==> config.mk <==
export PLATFORM = sky130hd
export DESIGN_NAME = spq_cell
export DESIGN_NICKNAME = d
export VERILOG_FILES = /design/src/rtl/spq_pkg.sv /design/src/rtl/spq_cell.sv
export SDC_FILE = /design/constraint.sdc
export NUM_CORES = 1
export LEC_CHECK = 0
export BUFFER_PORTS_ARGS = -buffer_cell sky130_fd_sc_hd__buf_2
export CAP_MARGIN = 30
export CORE_ASPECT_RATIO = 0.8
export CORE_MARGIN = 8
export CORE_UTILIZATION = 40
export DETAILED_ROUTE_END_ITERATION = 10
export GPL_TIMING_DRIVEN = 0
export PLACE_DENSITY = 0.77
export REMOVE_ABC_BUFFERS = 1
export SLEW_MARGIN = 20
export SYNTH_ARGS = -nofsm -noshare
export SYNTH_HDL_FRONTEND = slang
export SYNTH_SLANG_ARGS = --single-unit
==> constraint.sdc <==
create_clock -name clk_i -period 5.65 [get_ports clk_i]
set_input_delay 0.565 -clock clk_i [delete_from_list [all_inputs] [get_ports clk_i]]
set_output_delay 0.565 -clock clk_i [all_outputs]
set_load 0.005 [all_outputs]
==> src/rtl/spq_pkg.sv <==
// Package for the sorted priority queue.
// Holds the payload structs, the per-cell control struct and the fixed field widths.
// No dependencies.
`timescale 1ns / 1ps
`default_nettype none

package spq_pkg;

  localparam int unsigned KeyBits    = 48;
  localparam int unsigned HandleBits = 16;
  localparam int unsigned CapBits    = 9;

  localparam logic [CapBits-1:0] CapResetVal = 9'd256;

  typedef enum logic {
    MODE_INSERT = 1'b0,
    MODE_REMOVE = 1'b1
  } spq_mode_e;

  typedef struct packed {
    spq_mode_e             mode;
    logic [KeyBits-1:0]    key;
    logic [HandleBits-1:0] handle;
  } spq_in_t;

  typedef struct packed {
    logic                  out_valid;
    logic [KeyBits-1:0]    out_key;
    logic [HandleBits-1:0] out_handle;
    logic                  dropped_full;
    logic                  now_empty;
    logic                  now_full;
  } spq_out_t;

  typedef struct packed {
    logic [KeyBits-1:0]    key;
    logic [HandleBits-1:0] handle;
  } spq_entry_t;

  // Broadcast to every cell of the chain in the cycle an operation takes effect.
  typedef struct packed {
    logic       ins;
    logic       rem;
    spq_entry_t entry;
  } spq_op_t;

endpackage

`default_nettype wire

==> src/rtl/spq_cell.sv <==
// One storage cell of the sorted queue chain.
// Holds one entry; inserts shift toward the tail, removes shift toward the head.
// Depends on spq_pkg.
`timescale 1ns / 1ps
`default_nettype none

module spq_cell import spq_pkg::*; (
  input  wire logic       clk_i,
  input  wire spq_op_t    op_i,
  input  wire logic       occ_i,
  input  wire logic       prev_shift_i,
  input  wire spq_entry_t prev_entry_i,
  input  wire spq_entry_t next_entry_i,
  output logic            shift_o,
  output spq_entry_t      entry_o
);

  spq_entry_t entry_q, entry_d;
  logic       keep;

  // An occupied cell whose key is not larger than the new key stays put,
  // which keeps equal keys in arrival order.
  assign keep    = occ_i && (entry_q.key <= op_i.entry.key);
  assign shift_o = !keep;

  always_comb begin
    entry_d = entry_q;
    if (op_i.ins) begin
      if (!keep) begin
        entry_d = prev_shift_i ? prev_entry_i : op_i.entry;
      end
    end else if (op_i.rem) begin
      entry_d = next_entry_i;
    end
  end

  always_ff @(posedge clk_i) begin
    entry_q <= entry_d;
  end

  assign entry_o = entry_q;

endmodule

`default_nettype wire

-- Word-level counts from Yosys, hierarchy flattened
Cells that the tools add are included.
Widths: inputs -> output; s select.
- flip-flop bits (word level): 64
- output and inout port bits: 65
- bits in latches: 0
- memories kept: 0
- logic and storage cells: 12
- bits in writable memories: 0
- memory bits (read-only): 0
- input port bits: 197
- bitwise gates (word level): 0
- eq/ne operators: 1
- add/subtract/negate cells: 0
- div/mod/pow operators: 0
- multiplexer cells: 4
- magnitude comparators: 1
- shift-type cells: 0
- multiply operators: 0
- reduce and logical (&&, ||, !) cells: 4
- operators by type and width (operator ; count):
    $mux 64 ; 4
    $le 48x48->1 ; 1
    $ne 2x2->1 const B ; 1
    $reduce_and 2->1 ; 1
    $reduce_bool 2->1 ; 1
    $logic_and 1x1->1 ; 1
    $logic_not 1->1 ; 1

-- Longest topological paths before layout
Gate-level depths: netlist of run 1.
- word-level depth: 4
- mapped depth: 8

-- Least setup slack after synthesis of run 1
Ideal clock, no wire load.
- kind: input-to-reg
- from: input port op_i[62] in the netlist's numbering
- to: register entry_q (netlist bit entry_o[0]) (enable)
- path slack: 0.264 ns
- cell stages on the path: 8
- data arrival time: 4.879 ns
- path buffers: 0
- cells stage by stage: inv_1 > ha_1 > nand4_2 > nor4_2 > or2b_1 > o22ai_1 > nor2_1 > a21oi_1
- word-level cells in the longest chain between the ends: 4
- RTL lines (item ; line ; text):
    from (decl) ; spq_cell.sv:9 ; input wire spq_op_t op_i,
    $le 48x48->1 ; spq_cell.sv:23 ; assign keep = occ_i && (entry_q.key <= op_i.entry.key);
    $logic_and 1x1->1 ; spq_cell.sv:23 ;
    $ne 2x2->1 (no source line) ; n/a ;
    $reduce_and 2->1 (no source line) ; n/a ;
    to (signal assigned) ; spq_cell.sv:38 ; entry_q <= entry_d;
    to (decl) ; spq_cell.sv:18 ; spq_entry_t entry_q, entry_d;
No other way between the ends.
A chain may end at the register's enable or synchronous reset.

-- Final worst setup path of run 1
- from: register entry_q (netlist bit entry_o[62])
- to: output port shift_o
- word-level cells in the longest chain between the ends: 3
- RTL lines (item ; line ; text):
    $le 48x48->1 ; spq_cell.sv:23 ;
    $logic_and 1x1->1 ; spq_cell.sv:23 ;
    $logic_not 1->1 ; n/a ;
    to (decl) ; spq_cell.sv:14 ; output logic shift_o,
No other way between the ends.

==> flow_summary.yaml, run 1 <==
hold_path:
  min_path_type: "input port to flop"
  hp-start: "next_entry_i[18]"
placement:
  gp_congestion: 0.788
  portBuffers: 261
  place_hpwl_um: 11600
  dpl.cell_count: 847
  place_ws_ns: 2.32
  place_area_mm2: 0.00604
setup_path:
  rrSetupSlack_ns: 2.69
  rr_worst_depth: 9
  crit_type: "flop to output port"
  path_cells: "ha_1 > nand4_2 > nor4_2 > and3_2 > o311a_1 > nor3_1 > a31oi_1 > buf_2"
  max_stage_delay_ns: 0.39
  critPathSlowestCell: "nor4_2"
  cp_data_arrival_time_ns: 2.46
  crit_required_ns: 5.09
  startpoint: "entry_o[62]$_DFFE_PP_"
  critPathLaunchType: "flop"
  endpoint: "shift_o"
  reg2reg_to: "entry_o[58]$_DFFE_PP_"
  cp-end-kind: "output port"
  cp_max_fo: 4
  r2r_start: "entry_o[62]$_DFFE_PP_"
floorplanning:
  io_pins: 262
  core_area_mm2: 0.0109
  num_rows: 34
  die_w_um: 134
  initial_core_util_pct: 41.2
  die_h_um: 111
  die-area_mm2: 0.0149
synth:
  yosysWarnings: 0
  ys_seq_elements: 64
  syn-cell-area_mm2: 0.00449
  netlist_instances: 458
  yosysTopAreaCellShare_pct: 42.8
  avgSynthCellArea_um2: 9.81
  seq_area_frac_synth_pct: 42.8
  synth_largest_area_cell: "edfxtp_1"
  netlist_top_cells_area: "edfxtp_1, mux2i_1, ha_1"
  netlist-cell-type-count: 32
sta:
  slew_headroom_pct: 64.6
  fin_crit_sh_pct: 53.6
  max_freq_ghz: 0.330
  rsz0062_at_grt: "false"
  final-setup-viol-count: 0
  fin_ws_ns: 2.62
  final.min_clock_period_ns: 3.03
  hold_viol: 0
  worst_pin_slew_ns: 0.529
  fin_skew_ns: 0.00955
  maxSlewViolCount: 0
cts:
  cts_tree: "yes"
  cts_hold_buf: 0
  numCtsBuffers: 9
  cts_setup_buffers: 0
  clockBufferDepth: 2
  cts_htree_levels: 3
  post_cts_resize_count: 0
  cts.clk_slew.worst_paths_ns: 0.06
  cts-root-buf: "clkbuf_16"
  clock_sinks: 64
  worstSkewPairLatency_ns: 0.33
run:
  max-cap-violations: 0
pwr:
  power.leakage_nw: 3.22
  ir_drop_v: 0.000168
  power.density_mw_per_mm2: 236
grt:
  antenna_found_initial: 0
  grt_first_pass_wirelength_um: 21900
  grt_overflow: 0
  grt_max_degree: 89
  grt_pass1_vias: 4530
  grt_usage_pct: 18.2
routing:
  wirelength_um: 13900
  dr.pass1.iters: 4
  vias: 4222
  drtAntennaViolNets: 0
  vias_per_cell: 4.89
  drc: 0
  wl_per_cell_um: 16.1
  drt_iter0_drc: 130
finish:
  final_cell_count_no_fill: 863
  drive_gt1_share_pct: 40.1
  layout.nets: 959
  largest_reg_flops: 64
  stdcell_area_mm2: 0.00631
  area_delta_synth_final_pct: 40.5
  diodes: 0
  fillers: 976
outcome:
  status: "complete, no violations"
[layout by cell type (no fill, tap or decap), types with 2 or more instances in the layout]
cell type and count:
buf_2 259, a21oi_1 84, nor2_1 71, mux2i_1 64
edfxtp_1 64, inv_1 50, ha_1 48, nand2_1 12
clkbuf_16 9, nand3_1 7, nand4_1 7, buf_16 5
o21ai_0 4, clkinvlp_4 3, nand4_2 2, nor3_1 2
a21o_1 2, nor2b_1 2, a221oi_1 2, o22ai_1 2
clkinv_2 2, buf_4 2
[Yosys cell counts]
master / count
o211ai_2: 1
nor3_1: 2
nand3_1: 7
nand4_4: 1
mux2i_1: 64
a21oi_1: 85
a21boi_0: 1
nand4_1: 7
nor4_1: 1
o22ai_1: 2
ha_1: 48
a221oi_1: 2
o31a_2: 1
or2b_1: 1
edfxtp_1: 64
o21ai_0: 4
o311a_1: 1
a22oi_1: 1
a21o_1: 2
o22a_1: 1
nand4_2: 2
nand2_1: 12
clkbuf_1: 11
inv_1: 50
buf_1: 3
and3_2: 1
nor2b_1: 2
nor2_1: 71
nor4_2: 1
a31oi_1: 1
o211ai_1: 1
buf_2: 7
[worst min-delay path by stage]
stage                            end  slack, ns  cells after the start
2_1_floorplan   entry_o[0]$_DFFE_PP_       0.77                      1
3_3_place_gp   entry_o[19]$_DFFE_PP_       0.88                      3
3_5_place_dp    entry_o[7]$_DFFE_PP_       0.89                      3
4_1_cts         entry_o[0]$_DFFE_PP_       0.54                      3
5_1_grt         entry_o[0]$_DFFE_PP_       0.55                      3
6_report       entry_o[18]$_DFFE_PP_       0.55                      3
[layer usage]
metal	global-route usage, %	wire (um)	vias up
met5	0	0	-
met4	5.00	189	0
met3	7.97	1380	18
li1	-	-	2165
met2	32.6	6950	173
met1	18.7	5380	1866
[where the power goes]
part / total, mW / internal (mW) / switching [mW]
combinational: 0.381 / 0.185 / 0.196
sequential: 0.611 / 0.589 / 0.0218
clock: 0.496 / 0.293 / 0.202
[critical path, delay by kind of cell, from the launching register on]
kind	cells	cell delay [ns]
AO/OA/AOI/OAI	2	0.35
flip-flops	1	0.38
AND/OR/NAND/NOR	4	0.91
adder cells (fa/ha/maj)	1	0.35
buffers and inverters	1	0.15
[area by class of cell]
cell class	instances	area, um^2	share of cell area (%)
Multi-Input combinational cell	323	2310	36.5
Sequential cell	64	1920	30.5
Timing Repair Buffer	266	1450	23.0
Clock buffer	10	229	3.63
Inverter	50	188	2.97
Tap cell	144	180	2.86
Clock inverter	6	36.3	0.575
[per-stage QoR]
step                util (%)  hold slack (ns)  TNS, ns  power (mW)
floorplan                  -            0.772        0       0.794
global placement        54.1            0.880  -112.68       0.982
detailed placement      55.5            0.887        0        1.01
CTS                     57.9            0.538        0        1.51
global route            57.9            0.546        0        1.58
finish                  57.9            0.555        0        1.49
[kinds of logic (layout without fill, tap and decap cells)]
family          after synthesis  after routing  share of synthesized area, %
flops                        64             64                          42.8
compound gates              103            103                          12.5
simple gates                108            108                          11.0
buf+inv                      71            332                          6.13
mux                          64             64                          14.3
fa+ha+maj                    48             48                          13.4
(Power assumes the default switching activity.)
==> run 2, diff against run 1 <==
clock period = 2.7 ns   (was 5.65 ns; I/O delays follow)
==> flow_summary.yaml, run 2 (synthesized netlist as in run 1, its figures left out) <==
finish:
  fillers: 960
  largest_reg_flops: 64
  final_cell_mix: "buf_2, a21oi_1, nor2_1"
  diodes: 0
  layout.nets: 965
  drive_gt1_share_pct: 41.7
  area_delta_synth_final_pct: 44.5
  finish.utilization_pct: 59.6
  stdcell_area_mm2: 0.00649
  mostFrequentLayoutCell: "buf_2"
setup_path:
  critPathLaunchType: "flop"
  crit_family: "simple AND/OR/NAND/NOR gates"
  cp_data_arrival_time_ns: 2.31
  critPathSlowestCell: "edfxtp_1"
  cp-end-kind: "output port"
  path_buf_inv: 1
  path_cells: "ha_4 > nand4_4 > nor4_4 > and3_4 > o311a_4 > nor3_4 > a31oi_1 > buf_2"
  rr_worst_depth: 9
  worstSetupPathDepth: 8
  reg2reg_to: "entry_o[21]$_DFFE_PP_"
  crit_type: "flop to output port"
  r2r_start: "entry_o[62]$_DFFE_PP_"
  rrSetupSlack_ns: 0.13
  startpoint: "entry_o[62]$_DFFE_PP_"
  crit_required_ns: 2.43
  max_stage_delay_ns: 0.42
  cp_max_fo: 4
  endpoint: "shift_o"
cts:
  cts_tree: "yes"
  numCtsBuffers: 9
  clockBufferDepth: 2
  worstSkewPairLatency_ns: 0.32
  clock_sinks: 64
  cts-root-buf: "clkbuf_16"
  cts.clk_slew.worst_paths_ns: 0.06
  cts_hold_buf: 0
  cts_htree_levels: 3
routing:
  drc: 0
  vias_per_cell: 4.90
  wl_met3_um: 1320
  vias: 4262
  wl_per_cell_um: 16.3
  dr_wl_met2_um: 7220
  drt_iter0_drc: 123
  drtAntennaViolNets: 0
  wirelength_um: 14200
  top_layer: "met4"
  dr.pass1.iters: 4
  drt-met1-wl_um: 5510
grt:
  grt_pass1_vias: 4554
  grt_usage_pct: 18.2
  grt_overflow: 0
  grt_first_pass_wirelength_um: 22100
  grt_max_degree: 89
  antenna_found_initial: 0
sta:
  fin_skew_ns: 0.00817
  hold_slack_ns: 0.261
  final.min_clock_period_ns: 2.58
  max_freq_ghz: 0.387
  fin_crit_sh_pct: 95.7
  final-setup-viol-count: 0
  slew_headroom_pct: 72.8
  rsz0062_at_grt: "true"
  hold_viol: 0
  worst_pin_slew_ns: 0.408
  maxSlewViolCount: 0
floorplanning:
  core_area_mm2: 0.0109
  initial_core_util_pct: 41.2
  io_pins: 262
  die-area_mm2: 0.0149
  num_rows: 34
  die_h_um: 111
  die_w_um: 134
pwr:
  power.leakage_nw: 3.26
  ir_drop_v: 0.000351
  power.density_mw_per_mm2: 489
  power.total_mw: 3.17
placement:
  gp_congestion: 0.788
  place_hpwl_um: 11600
  portBuffers: 261
  place_area_mm2: 0.00604
outcome:
  status: "complete, no violations"
run:
  max-cap-violations: 0
hold_path:
  min_path_type: "input port to flop"
## run 2: metal layers
| metal | vias up | global-route usage (%) |
|---|---|---|
| met5 | - | 0 |
| met3 | 12 | 7.97 |
| met2 | 165 | 32.8 |
| met4 | 0 | 5.00 |
| li1 | 2180 | - |
| met1 | 1905 | 18.7 |
## run 2: stage by stage
step                      std cells  TNS (ns)  setup WS (ns)
after floorplan                 437   -160.72          -2.51
after global placement          842   -282.60          -4.42
after detailed placement        847    -12.39         -0.338
after CTS                       869   -0.0222        -0.0222
after global routing            869   -0.0248        -0.0248
final                           869         0          0.116
## run 2: repair_timing
| item | CTS | global route |
|---|---|---|
| pin swaps | 6 | 4 |
| endpoints found under the setup margin | 59 | 59 |
| resized for setup | 4 | 9 |
| setup buffers | 6 | 0 |
## run 2: cell type report
type / instances / area [um^2] / area share [%]
multi-input cells: 323 / 2430 / 37.4
flip-flops and latches: 64 / 1920 / 29.6
repair buffers: 272 / 1510 / 23.2
clock buffers: 10 / 229 / 3.53
inverters: 50 / 188 / 2.89
well taps: 144 / 180 / 2.78
clock inverters: 6 / 36.3 / 0.559
## run 2: worst min-delay path by stage
stage | cells after the start | slack [ns] | from | endpoint
global route | 3 | 0.25 | next_entry_i[0] | entry_o[0]$_DFFE_PP_
CTS | 3 | 0.24 | next_entry_i[0] | entry_o[0]$_DFFE_PP_
detailed placement | 3 | 0.59 | next_entry_i[7] | entry_o[7]$_DFFE_PP_
floorplan | 1 | 0.48 | op_i[65] | entry_o[0]$_DFFE_PP_
global placement | 3 | 0.58 | next_entry_i[19] | entry_o[19]$_DFFE_PP_
finish | 3 | 0.26 | next_entry_i[18] | entry_o[18]$_DFFE_PP_
## run 2: worst reg2reg max path, stage by stage (launching register included)
cell and delay [ns]:
edfxtp_1 0.42, ha_4 0.32, nand4_4 0.13, nor4_4 0.34
and3_4 0.25, o311a_4 0.19, nor3_4 0.05, a21oi_4 0.22
buf_4 0.18, buf_16 0.17
## run 2: power by group
group | switching [mW] | internal (mW)
clock network | 0.423 | 0.614
registers | 0.0491 | 1.23
logic | 0.429 | 0.423
total | 0.902 | 2.27
